[config.mk]
export PLATFORM = sky130hd
export DESIGN_NAME = sbpe_coefs
export DESIGN_NICKNAME = d
export VERILOG_FILES = /design/src/rtl/core/sbpe_pkg.sv /design/src/rtl/core/sbpe_coefs.sv
export SDC_FILE = /design/constraint.sdc
export NUM_CORES = 1
export LEC_CHECK = 0
export BUFFER_PORTS_ARGS = -buffer_cell sky130_fd_sc_hd__buf_2
export CAP_MARGIN = 20
export CORE_UTILIZATION = 30
export DETAILED_ROUTE_END_ITERATION = 10
export GPL_TIMING_DRIVEN = 0
export HOLD_SLACK_MARGIN = 0.15
export SKIP_CTS_REPAIR_TIMING = 1
export SYNTH_ARGS = -nofsm -noshare
export SYNTH_HDL_FRONTEND = slang
export SYNTH_SLANG_ARGS = --single-unit
export TNS_END_PERCENT = 1
[constraint.sdc]
create_clock -name clk -period 1.5 [get_ports clk]
set_input_delay 0.3 -clock clk [delete_from_list [all_inputs] [get_ports clk]]
set_output_delay 0.3 -clock clk [all_outputs]
set_load 0.02 [all_outputs]
[src/rtl/core/sbpe_pkg.sv]
// Shared types and constants of the stereo biquad equalizer.
package sbpe_pkg;

  localparam int SAMPLE_BITS    = 24;
  localparam int COEF_FRAC_BITS = 27;
  localparam int NUM_CHANNELS   = 2;
  localparam int COEF_BITS      = 32;
  localparam int NUM_COEFS      = 5;

  localparam int CFG_IDX_BITS = $clog2(NUM_COEFS);
  localparam int CH_IDX_BITS  = (NUM_CHANNELS > 1) ? $clog2(NUM_CHANNELS) : 1;
  localparam int PROD_BITS    = COEF_BITS + SAMPLE_BITS;
  // five products plus rounding bias never wrap with three guard bits
  localparam int ACC_BITS     = PROD_BITS + 3;

  // queue depths are powers of two so pointers wrap on their own
  localparam int FRONT_DEPTH = 2;
  localparam int OUT_DEPTH   = 2;

  typedef logic signed [SAMPLE_BITS-1:0] sample_t;
  typedef logic signed [COEF_BITS-1:0]   coef_t;
  typedef logic signed [PROD_BITS-1:0]   prod_t;
  typedef logic signed [ACC_BITS-1:0]    acc_t;
  typedef logic [CH_IDX_BITS-1:0]        ch_idx_t;
  typedef logic [CFG_IDX_BITS-1:0]       cfg_idx_t;

  localparam cfg_idx_t REG_COEF_B0 = CFG_IDX_BITS'(0);
  localparam cfg_idx_t REG_COEF_B1 = CFG_IDX_BITS'(1);
  localparam cfg_idx_t REG_COEF_B2 = CFG_IDX_BITS'(2);
  localparam cfg_idx_t REG_COEF_A1 = CFG_IDX_BITS'(3);
  localparam cfg_idx_t REG_COEF_A2 = CFG_IDX_BITS'(4);

  localparam coef_t   COEF_ONE   = coef_t'(COEF_BITS'(1) << COEF_FRAC_BITS);
  localparam acc_t    ROUND_BIAS = acc_t'(ACC_BITS'(1) << (COEF_FRAC_BITS - 1));
  localparam sample_t SAMPLE_MAX = sample_t'({1'b0, {(SAMPLE_BITS-1){1'b1}}});
  localparam sample_t SAMPLE_MIN = sample_t'({1'b1, {(SAMPLE_BITS-1){1'b0}}});

  typedef struct packed {
    logic    channel;
    sample_t sample_in;
  } in_word_t;

  typedef struct packed {
    logic    channel_out;
    sample_t sample_out;
    logic    clipped;
  } out_word_t;

  typedef struct packed {
    coef_t b0;
    coef_t b1;
    coef_t b2;
    coef_t a1;
    coef_t a2;
  } coef_set_t;

  // one classified sample waiting for the filter engine
  typedef struct packed {
    logic    channel;
    ch_idx_t hist_idx;
    sample_t sample;
  } job_t;

endpackage

[src/rtl/core/sbpe_coefs.sv]
// Coefficient register bank written through the configuration port.
module sbpe_coefs (
  input  logic                 clk,
  input  logic                 rst,
  input  logic                 cfg_write,
  input  sbpe_pkg::cfg_idx_t   cfg_index,
  input  sbpe_pkg::coef_t      cfg_data,
  output sbpe_pkg::coef_set_t  coefs
);
  import sbpe_pkg::*;

  always_ff @(posedge clk) begin
    if (rst) begin
      coefs.b0 <= COEF_ONE;
      coefs.b1 <= '0;
      coefs.b2 <= '0;
      coefs.a1 <= '0;
      coefs.a2 <= '0;
    end else if (cfg_write) begin
      unique case (cfg_index)
        REG_COEF_B0: coefs.b0 <= cfg_data;
        REG_COEF_B1: coefs.b1 <= cfg_data;
        REG_COEF_B2: coefs.b2 <= cfg_data;
        REG_COEF_A1: coefs.a1 <= cfg_data;
        REG_COEF_A2: coefs.a2 <= cfg_data;
        default: ;
      endcase
    end
  end

endmodule

==> flow_summary.ini <==
[drt]
antenna_left = 0
detailedRoute.firstPassIterationCount = 4
drc = 0
route.detailed.wl_per_inst_um = 16.6
dr.first_iter.drc_count = 138
viasPerCell = 4.29
detail_route.wirelength_um = 17600
detailroute.via_count = 4535

[placement]
io_buffer_count = 196
globalplace.congestion = 0.749
hpwl_um = 12600

[clock_network]
root_buffer = sky130_fd_sc_hd__clkbuf_16
cts-htree-levels = 4
cts.reportedPaths.clkPinSlew_ns = 0.07
clock_tree_from_tritoncts = built
worstSkewPairLatency_ns = 0.42
numClockSinks = 160
cts-root-to-sink-buffers = 2
number_of_buffers_inserted_during_clock_tree_synthesis = 17

[synthesis]
synth_sequential_area_ratio_pct = 50.9
synth_area_um2 = 6300
syn_area_per_cell_um2 = 11.3
post_synth_inst_count = 559
yosysWarnings = 0
synth-seq-cells = 160
syn_nets = 597
synthDistinctLibCells = 13

[layout]
syn2layout_area_growth_pct = 31.6
layout_top_registers = coefs x160
most-common-layout-cells = sky130_fd_sc_hd__buf_2 (203), sky130_fd_sc_hd__nand2b_1 (191), sky130_fd_sc_hd__mux2i_1 (160), sky130_fd_sc_hd__dfxtp_1 (160), sky130_fd_sc_hd__clkbuf_1 (24)
finalNetCount = 812
largest_register_ff_count = 160
final_core_util_pct = 40.6
max_flop_register = coefs
commonest_non_fill_non_tap_cell_in_the_layout = sky130_fd_sc_hd__buf_2
post_route_cells_drive_above_1_share_pct = 30.9

[timing]
final-setup-viol-count = 0
timing.hold.ws_ns = 0.172
finalCritPeriodShare_pct = 84.8
timing_hold_violations_final = 0
minimum_period_implied_by_the_final_worst_setup_slack_ns = 1.27
worstMarginPinSlew_ns = 0.545
fmax_mhz = 787
fin_skew_ns = 0
final-max-slew-violation-count = 0
grt_setup_unrepaired = no
slew_headroom_pct = 63.5

[global_route]
grt_pass1_wl_um = 27100
maximum_number_of_pins_on_one_net_before_global_route_repair = 17
via_count_of_the_first_global_routing_pass = 4617
overflow = 0
groute.usage.overall_pct = 16.7
antenna_found_initial = 1

[setup_path]
ff2ff_path_depth = 2
cp_data_arrival_time_ns = 1.57
setup.reg_to_reg.worst_slack_ns = 0.88
worst_setup_path_end_kind = register
critPathMaxFanout = 10
setup.worst_path.class = in2reg
critPathRequiredTime_ns = 1.80
worstSetupStartpointType = input pin

[floorplan]
floorplan.initialDensity_pct = 30.8
chipHeight_um = 147
die_area_um2 = 21600
core-area_um2 = 20400
pin_count = 198
die-width_um = 147
rows = 52

[power]
worst_ir_drop_vdd_uv = 755
fin_total_pwr_mw = 10.1
netSwitchingFraction_pct = 23.1
power.density_cell_area_nw_per_um2 = 1220
power.combinational.fraction_pct = 7.3
p_leak_nw = 4.32
power.sequential.fraction_pct = 43.4
switchingPower_mw = 2.33
cell_internal_pwr_mw = 7.78
p_clk_share_pct = 49.3

[hold_path]
worstHoldPathType = in2reg
hold_path_depth = 3

[run]
reported_max_cap_violation_count = 0

[outcome]
run_status = completed
cells in the mapped netlist:
| library cell | count | area, um^2 |
|---|---|---|
| sky130_fd_sc_hd__nor4b_4 | 1 | 23.8 |
| sky130_fd_sc_hd__nor2_1 | 2 | 7.51 |
| sky130_fd_sc_hd__nand4b_1 | 1 | 8.76 |
| sky130_fd_sc_hd__buf_6 | 3 | 33.8 |
| sky130_fd_sc_hd__clkbuf_1 | 22 | 82.6 |
| sky130_fd_sc_hd__or4b_1 | 1 | 10.0 |
| sky130_fd_sc_hd__buf_2 | 7 | 35.0 |
| sky130_fd_sc_hd__dfxtp_1 | 160 | 3200 |
| sky130_fd_sc_hd__nand4bb_1 | 3 | 33.8 |
| sky130_fd_sc_hd__mux2i_1 | 160 | 1600 |
| sky130_fd_sc_hd__buf_4 | 7 | 52.6 |
| sky130_fd_sc_hd__nor4bb_1 | 1 | 10.0 |
| sky130_fd_sc_hd__nand2b_1 | 191 | 1190 |
cells by family after synthesis:
| kind of cell | Yosys count | synth area share [%] |
|---|---|---|
| and+or+nand+nor | 200 | 20.5 |
| buffers and inverters | 39 | 3.24 |
| muxes | 160 | 25.4 |
| DFF | 160 | 50.9 |
final cells by class:
cell class | count | area, um^2
Clock inverter | 12 | 233
Fill cell | 2078 | 12100
Timing Repair Buffer | 196 | 981
Sequential cell | 160 | 3200
Clock buffer | 19 | 433
Buffer | 39 | 204
Antenna cell | 1 | 2.50
Tap cell | 270 | 338
Multi-Input combinational cell | 360 | 2890
power groups by stage:
stage / registers, mW / clock network (mW) / logic [mW]
final: 4.39 / 4.99 / 0.735
after global routing: 4.40 / 5.28 / 0.792
after CTS: 4.39 / 5.11 / 0.752
after detailed placement: 4.49 / 0 / 0.750
after global placement: 4.48 / 0 / 0.747
after floorplan: 4.60 / 0 / 0.343
critical path, stage by stage:
cell	delay, ns
sky130_fd_sc_hd__clkbuf_1	0.36
sky130_fd_sc_hd__clkbuf_1	0.47
sky130_fd_sc_hd__nand2b_1	0.32
sky130_fd_sc_hd__mux2i_1	0.11
final timing paths:
| kind | startpoint | endpoint |
|---|---|---|
| max | rst | coefs[133] |
| min | cfg_data[27] | coefs[155] |
| max reg2reg | coefs[155] | coefs[155] |
| min reg2reg | coefs[156] | coefs[156] |
per-stage QoR:
step | std cells | setup slack (ns) | TNS, ns | cell area, um^2
after detailed placement | 1025 | -0.293 | -24.16 | 7620
final | 1057 | 0.229 | 0 | 8280
after floorplan | 559 | 0.284 | 0 | 6300
after CTS | 1056 | 0.149 | 0 | 8280
after global placement | 1025 | -0.240 | -19.52 | 7620
after global routing | 1056 | 0.0704 | 0 | 8280
per-layer routing:
metal / track usage (%) / wire, um / up-vias
met4: 5.16 / 188 / 0
li1: - / - / 2285
met3: 4.97 / 1040 / 15
met2: 25.8 / 7790 / 138
met5: 0 / 0 / -
met1: 22.2 / 8540 / 2097
No activity file was read; power rests on OpenSTA's default activity.
