**src/rtl/core/sbpe_pkg.sv**
```systemverilog
// Shared types and constants of the stereo biquad equalizer.
package sbpe_pkg;

  localparam int SAMPLE_BITS    = 24;
  localparam int COEF_FRAC_BITS = 27;
  localparam int NUM_CHANNELS   = 2;
  localparam int COEF_BITS      = 32;
  localparam int NUM_COEFS      = 5;

  localparam int CFG_IDX_BITS = $clog2(NUM_COEFS);
  localparam int CH_IDX_BITS  = (NUM_CHANNELS > 1) ? $clog2(NUM_CHANNELS) : 1;
  localparam int PROD_BITS    = COEF_BITS + SAMPLE_BITS;
  // five products plus rounding bias never wrap with three guard bits
  localparam int ACC_BITS     = PROD_BITS + 3;

  // queue depths are powers of two so pointers wrap on their own
  localparam int FRONT_DEPTH = 2;
  localparam int OUT_DEPTH   = 2;

  typedef logic signed [SAMPLE_BITS-1:0] sample_t;
  typedef logic signed [COEF_BITS-1:0]   coef_t;
  typedef logic signed [PROD_BITS-1:0]   prod_t;
  typedef logic signed [ACC_BITS-1:0]    acc_t;
  typedef logic [CH_IDX_BITS-1:0]        ch_idx_t;
  typedef logic [CFG_IDX_BITS-1:0]       cfg_idx_t;

  localparam cfg_idx_t REG_COEF_B0 = CFG_IDX_BITS'(0);
  localparam cfg_idx_t REG_COEF_B1 = CFG_IDX_BITS'(1);
  localparam cfg_idx_t REG_COEF_B2 = CFG_IDX_BITS'(2);
  localparam cfg_idx_t REG_COEF_A1 = CFG_IDX_BITS'(3);
  localparam cfg_idx_t REG_COEF_A2 = CFG_IDX_BITS'(4);

  localparam coef_t   COEF_ONE   = coef_t'(COEF_BITS'(1) << COEF_FRAC_BITS);
  localparam acc_t    ROUND_BIAS = acc_t'(ACC_BITS'(1) << (COEF_FRAC_BITS - 1));
  localparam sample_t SAMPLE_MAX = sample_t'({1'b0, {(SAMPLE_BITS-1){1'b1}}});
  localparam sample_t SAMPLE_MIN = sample_t'({1'b1, {(SAMPLE_BITS-1){1'b0}}});

  typedef struct packed {
    logic    channel;
    sample_t sample_in;
  } in_word_t;

  typedef struct packed {
    logic    channel_out;
    sample_t sample_out;
    logic    clipped;
  } out_word_t;

  typedef struct packed {
    coef_t b0;
    coef_t b1;
    coef_t b2;
    coef_t a1;
    coef_t a2;
  } coef_set_t;

  // one classified sample waiting for the filter engine
  typedef struct packed {
    logic    channel;
    ch_idx_t hist_idx;
    sample_t sample;
  } job_t;

endpackage

```
**src/rtl/core/sbpe_front.sv**
```systemverilog
// Input side: accept words, map the channel to a history slot, queue them.
module sbpe_front (
  input  logic               clk,
  input  logic               rst,
  input  logic               push,
  output logic               full,
  input  sbpe_pkg::in_word_t in_word,
  output logic               job_valid,
  output sbpe_pkg::job_t     job_head,
  input  logic               job_take
);
  import sbpe_pkg::*;

  localparam int PTR_BITS = (FRONT_DEPTH > 1) ? $clog2(FRONT_DEPTH) : 1;
  localparam int CNT_BITS = $clog2(FRONT_DEPTH + 1);

  job_t                 mem [FRONT_DEPTH];
  logic [PTR_BITS-1:0]  wr_ptr;
  logic [PTR_BITS-1:0]  rd_ptr;
  logic [CNT_BITS-1:0]  count;
  logic [CNT_BITS-1:0]  count_next;
  logic                 do_push;
  logic                 do_take;
  job_t                 new_job;

  assign full      = (count == CNT_BITS'(FRONT_DEPTH));
  assign job_valid = (count != '0);
  assign job_head  = mem[rd_ptr];
  assign do_push   = push && !full;
  assign do_take   = job_take && job_valid;

  // channels beyond the last one share the last channel's history
  always_comb begin
    new_job.channel = in_word.channel;
    new_job.sample  = in_word.sample_in;
    if (int'(in_word.channel) >= NUM_CHANNELS) begin
      new_job.hist_idx = CH_IDX_BITS'(NUM_CHANNELS - 1);
    end else begin
      new_job.hist_idx = CH_IDX_BITS'(in_word.channel);
    end
  end

  always_comb begin
    unique case ({do_push, do_take})
      2'b10:   count_next = count + CNT_BITS'(1);
      2'b01:   count_next = count - CNT_BITS'(1);
      default: count_next = count;
    endcase
  end

  always_ff @(posedge clk) begin
    if (rst) begin
      wr_ptr <= '0;
      rd_ptr <= '0;
      count  <= '0;
    end else begin
      count <= count_next;
      if (do_push) begin
        wr_ptr <= wr_ptr + PTR_BITS'(1);
      end
      if (do_take) begin
        rd_ptr <= rd_ptr + PTR_BITS'(1);
      end
    end
  end

  always_ff @(posedge clk) begin
    if (do_push) begin
      mem[wr_ptr] <= new_job;
    end
  end

endmodule

```
**config.mk**
```make
export PLATFORM = sky130hd
export DESIGN_NAME = sbpe_front
export DESIGN_NICKNAME = d
export VERILOG_FILES = /design/src/rtl/core/sbpe_pkg.sv /design/src/rtl/core/sbpe_front.sv
export SDC_FILE = /design/constraint.sdc
export NUM_CORES = 1
export LEC_CHECK = 0
export ABC_AREA = 1
export BUFFER_PORTS_ARGS = -buffer_cell sky130_fd_sc_hd__buf_2
export CAP_MARGIN = 20
export CORE_ASPECT_RATIO = 0.9
export CORE_MARGIN = 4
export CORE_UTILIZATION = 58
export CTS_BUF_LIST = sky130_fd_sc_hd__clkbuf_8
export DETAILED_ROUTE_END_ITERATION = 8
export PLACE_DENSITY = 0.87
export SYNTH_ARGS = -nofsm -noshare
export SYNTH_HDL_FRONTEND = slang
export SYNTH_SLANG_ARGS = --single-unit
```
**constraint.sdc**
```tcl
create_clock -name clk -period 4.3 [get_ports clk]
set_input_delay 0.215 -clock clk [delete_from_list [all_inputs] [get_ports clk]]
set_output_delay 0.215 -clock clk [all_outputs]
set_load 0.02 [all_outputs]
```
==> results.md <==
- Status: finished clean
- Total track usage: 16.7%
- Area delta synth->final: 17.7%
- Vias: 1178
- Starting Density: 62.3%
- Syn avg cell area: 18.2 um2
- Seq cells post-synth: 55
- Max Freq: 0.464 GHz
- # IOs: 57
- Port Buffers: 56
- Non-filler cells, final: 225
- Drt first pass iters: 4
- Post-synthesis cell count: 119
- Sequential area share after synthesis: 73.9%
- WL final: 3690 um
- Final min period: 2.15 ns
- Core ar.: 3480 um2
- DRT antenna net count: 0
- Pwr Density: 509 nW/um2
- RSZ-0062 raised after global routing: false
- Post-CTS setup buffers: 0
- Setup Viol. Count Final: 0
- Worst Path Max Fanout: 15
- Worst hold stages: 1
- Antenna violations before repair: 0
- Post-route setup TNS: 0 ns
- Worst R2R Start: count[0]
- 1st-iter DRT viols: 43
- Clock Skews: 0.00433 ns
- Final #Nets: 210
- Largest net degree at the start of global routing: 26
- Slew HR: 36.9%
- Clk slew on worst S/H paths: 0.09 ns
- Max-slew violations: 0
- Required time of the worst setup path: 4.09 ns
- R2r setup slk: 2.46 ns
- Average vias per placed instance: 5.24
- Later-pin clock latency in the skew report: 0.30 ns
- Syn nets: 149
- Share of layout cells above drive strength 1: 51.4%
- CP Class: reg -> out
- Worst hold start: in_word[16]
- Cts bufs inserted: 5
- Placed cells: 217
- Root Buffer: clkbuf_8
- Peak VDD IR: 0.000309 V
- Die H: 66.0 um
- DP Wirelength: 2840 um
- Worst-case reg-to-reg path depth: 4
- Routed len/inst: 16.4 um
- N_diodes: 0
- Max-Cap Viols: 0
- PostCTS Resize Cnt: 0
- Fin. Hold Viols: 0
- Yosys warns: 0
- Critical path arrival: 1.94 ns
- CP startpoint kind: flop
- Worst Tran Pin Value: 0.945 ns
- Endpoint type of the worst setup path: output pin
- WHS: 0.102 ns
- DRC errors left: 0
- Layout fillers: 227
- Die area: 4780 um2
- Via count of the first global-routing pass: 1273
- Clk sinks: 55
- First-pass GRT wire length: 5870 um
- Crit share post-route: 50.1%
- Htree depth: 2
- Die width: 72.5 um
- Standard-cell row count: 20
- Count of cell types in the netlist: 18
- Worst r2r dst: mem[1][3]
- Cell area after synthesis: 2170 um2
- HP Class: in -> reg
- Leakage Power: 1.06 nW
- Clock tree buffer depth: 2
- Post-cts hold buffer count: 0
- GRT overflow: 0
- CTS tree: yes
- Routability Congestion: 0.795
- Hold Path End: mem[1][16]
routing by layer:
metal	track usage [%]	vias up	share of wire, %
met5	0	-	0
met4	7.37	0	2.2
met3	4.26	11	7.9
met2	29.9	55	54
met1	18.9	565	36
li1	-	547	-
critical path, cell delays in order (launching register included):
cell	delay, ns
dfxtp_1	0.71
buf_4	0.39
mux2_2	0.38
buf_2	0.16
stage by stage:
| step | worst slack [ns] | cell area, um2 | utilization (%) | power, mW |
|---|---|---|---|---|
| after floorplan | 2.13 | 2170 | - | 0.964 |
| after global placement | 2.32 | 2450 | 70.6 | 1.03 |
| after detailed placement | 2.43 | 2470 | 71.0 | 1.06 |
| after CTS | 2.11 | 2550 | 73.3 | 1.31 |
| after global routing | 2.01 | 2550 | 73.3 | 1.37 |
| final | 2.15 | 2550 | 73.3 | 1.30 |
cell usage after synthesis (all sizes together):
cell,n,area [um2]
nor2,12,47.6
nand2,8,32.5
buf,4,58.8
ha,1,12.5
mux2,25,357
o21ai,2,10.0
inv,10,37.5
edfxtp,50,1500
nand4,1,6.26
a21oi,1,5.00
dfxtp,5,100
layout make-up:
class | instances | area, um2 | share of cell area [%]
clock buffer | 5 | 68.8 | 2.70
clock inverter | 3 | 12.5 | 0.490
inverter | 10 | 37.5 | 1.47
multi-input combinational | 50 | 473 | 18.5
sequential | 55 | 1600 | 62.8
tap | 44 | 55.1 | 2.16
timing repair buffer | 58 | 303 | 11.9
kinds of logic after synthesis:
kind of cell	count (synthesis)	share of synthesized area, %
adder cells (fa/ha/maj)	1	0.577
AO/OA/AOI/OAI	3	0.692
buffers and inverters	14	4.44
flip-flops	55	73.9
AND/OR/NAND/NOR	21	3.98
multiplexers	25	16.4
flip-flops by register name (all words and copies together) (netlist names), named ones only:
signal	flops
wr_ptr	1
mem	50
rd_ptr	1
count	2
report_power, final:
group	total (mW)	internal, mW	switching (mW)
clock network	0.257	0.110	0.147
registers	0.685	0.654	0.0314
logic	0.357	0.153	0.204
total	1.30	0.916	0.383
cell usage in the layout (no fill, tap or decap):
master / count
o21ai_0: 1
buf_4: 1
mux2_2: 5
dfxtp_1: 5
clkbuf_8: 5
o21ai_1: 1
nor2_1: 10
nand4_1: 1
clkinv_2: 1
buf_2: 56
edfxtp_1: 50
buf_8: 1
nand2_1: 7
nand2_2: 1
inv_1: 11
ha_1: 1
inv_2: 1
nor2_2: 2
a21oi_1: 1
mux2_4: 20
how the worst max path moves through the flow:
stage | from | end | slack [ns] | cells past startpoint
6_report | flop | job_head[11] | 2.15 | 3
2_1_floorplan | count[0] | mem[0][0] | 2.13 | 4
3_5_place_dp | flop | job_head[12] | 2.43 | 3
4_1_cts | flop | job_head[12] | 2.11 | 3
3_3_place_gp | count[1] | mem[0][20] | 2.32 | 5
5_1_grt | flop | job_head[12] | 2.01 | 3
(Power assumes the default switching activity.)
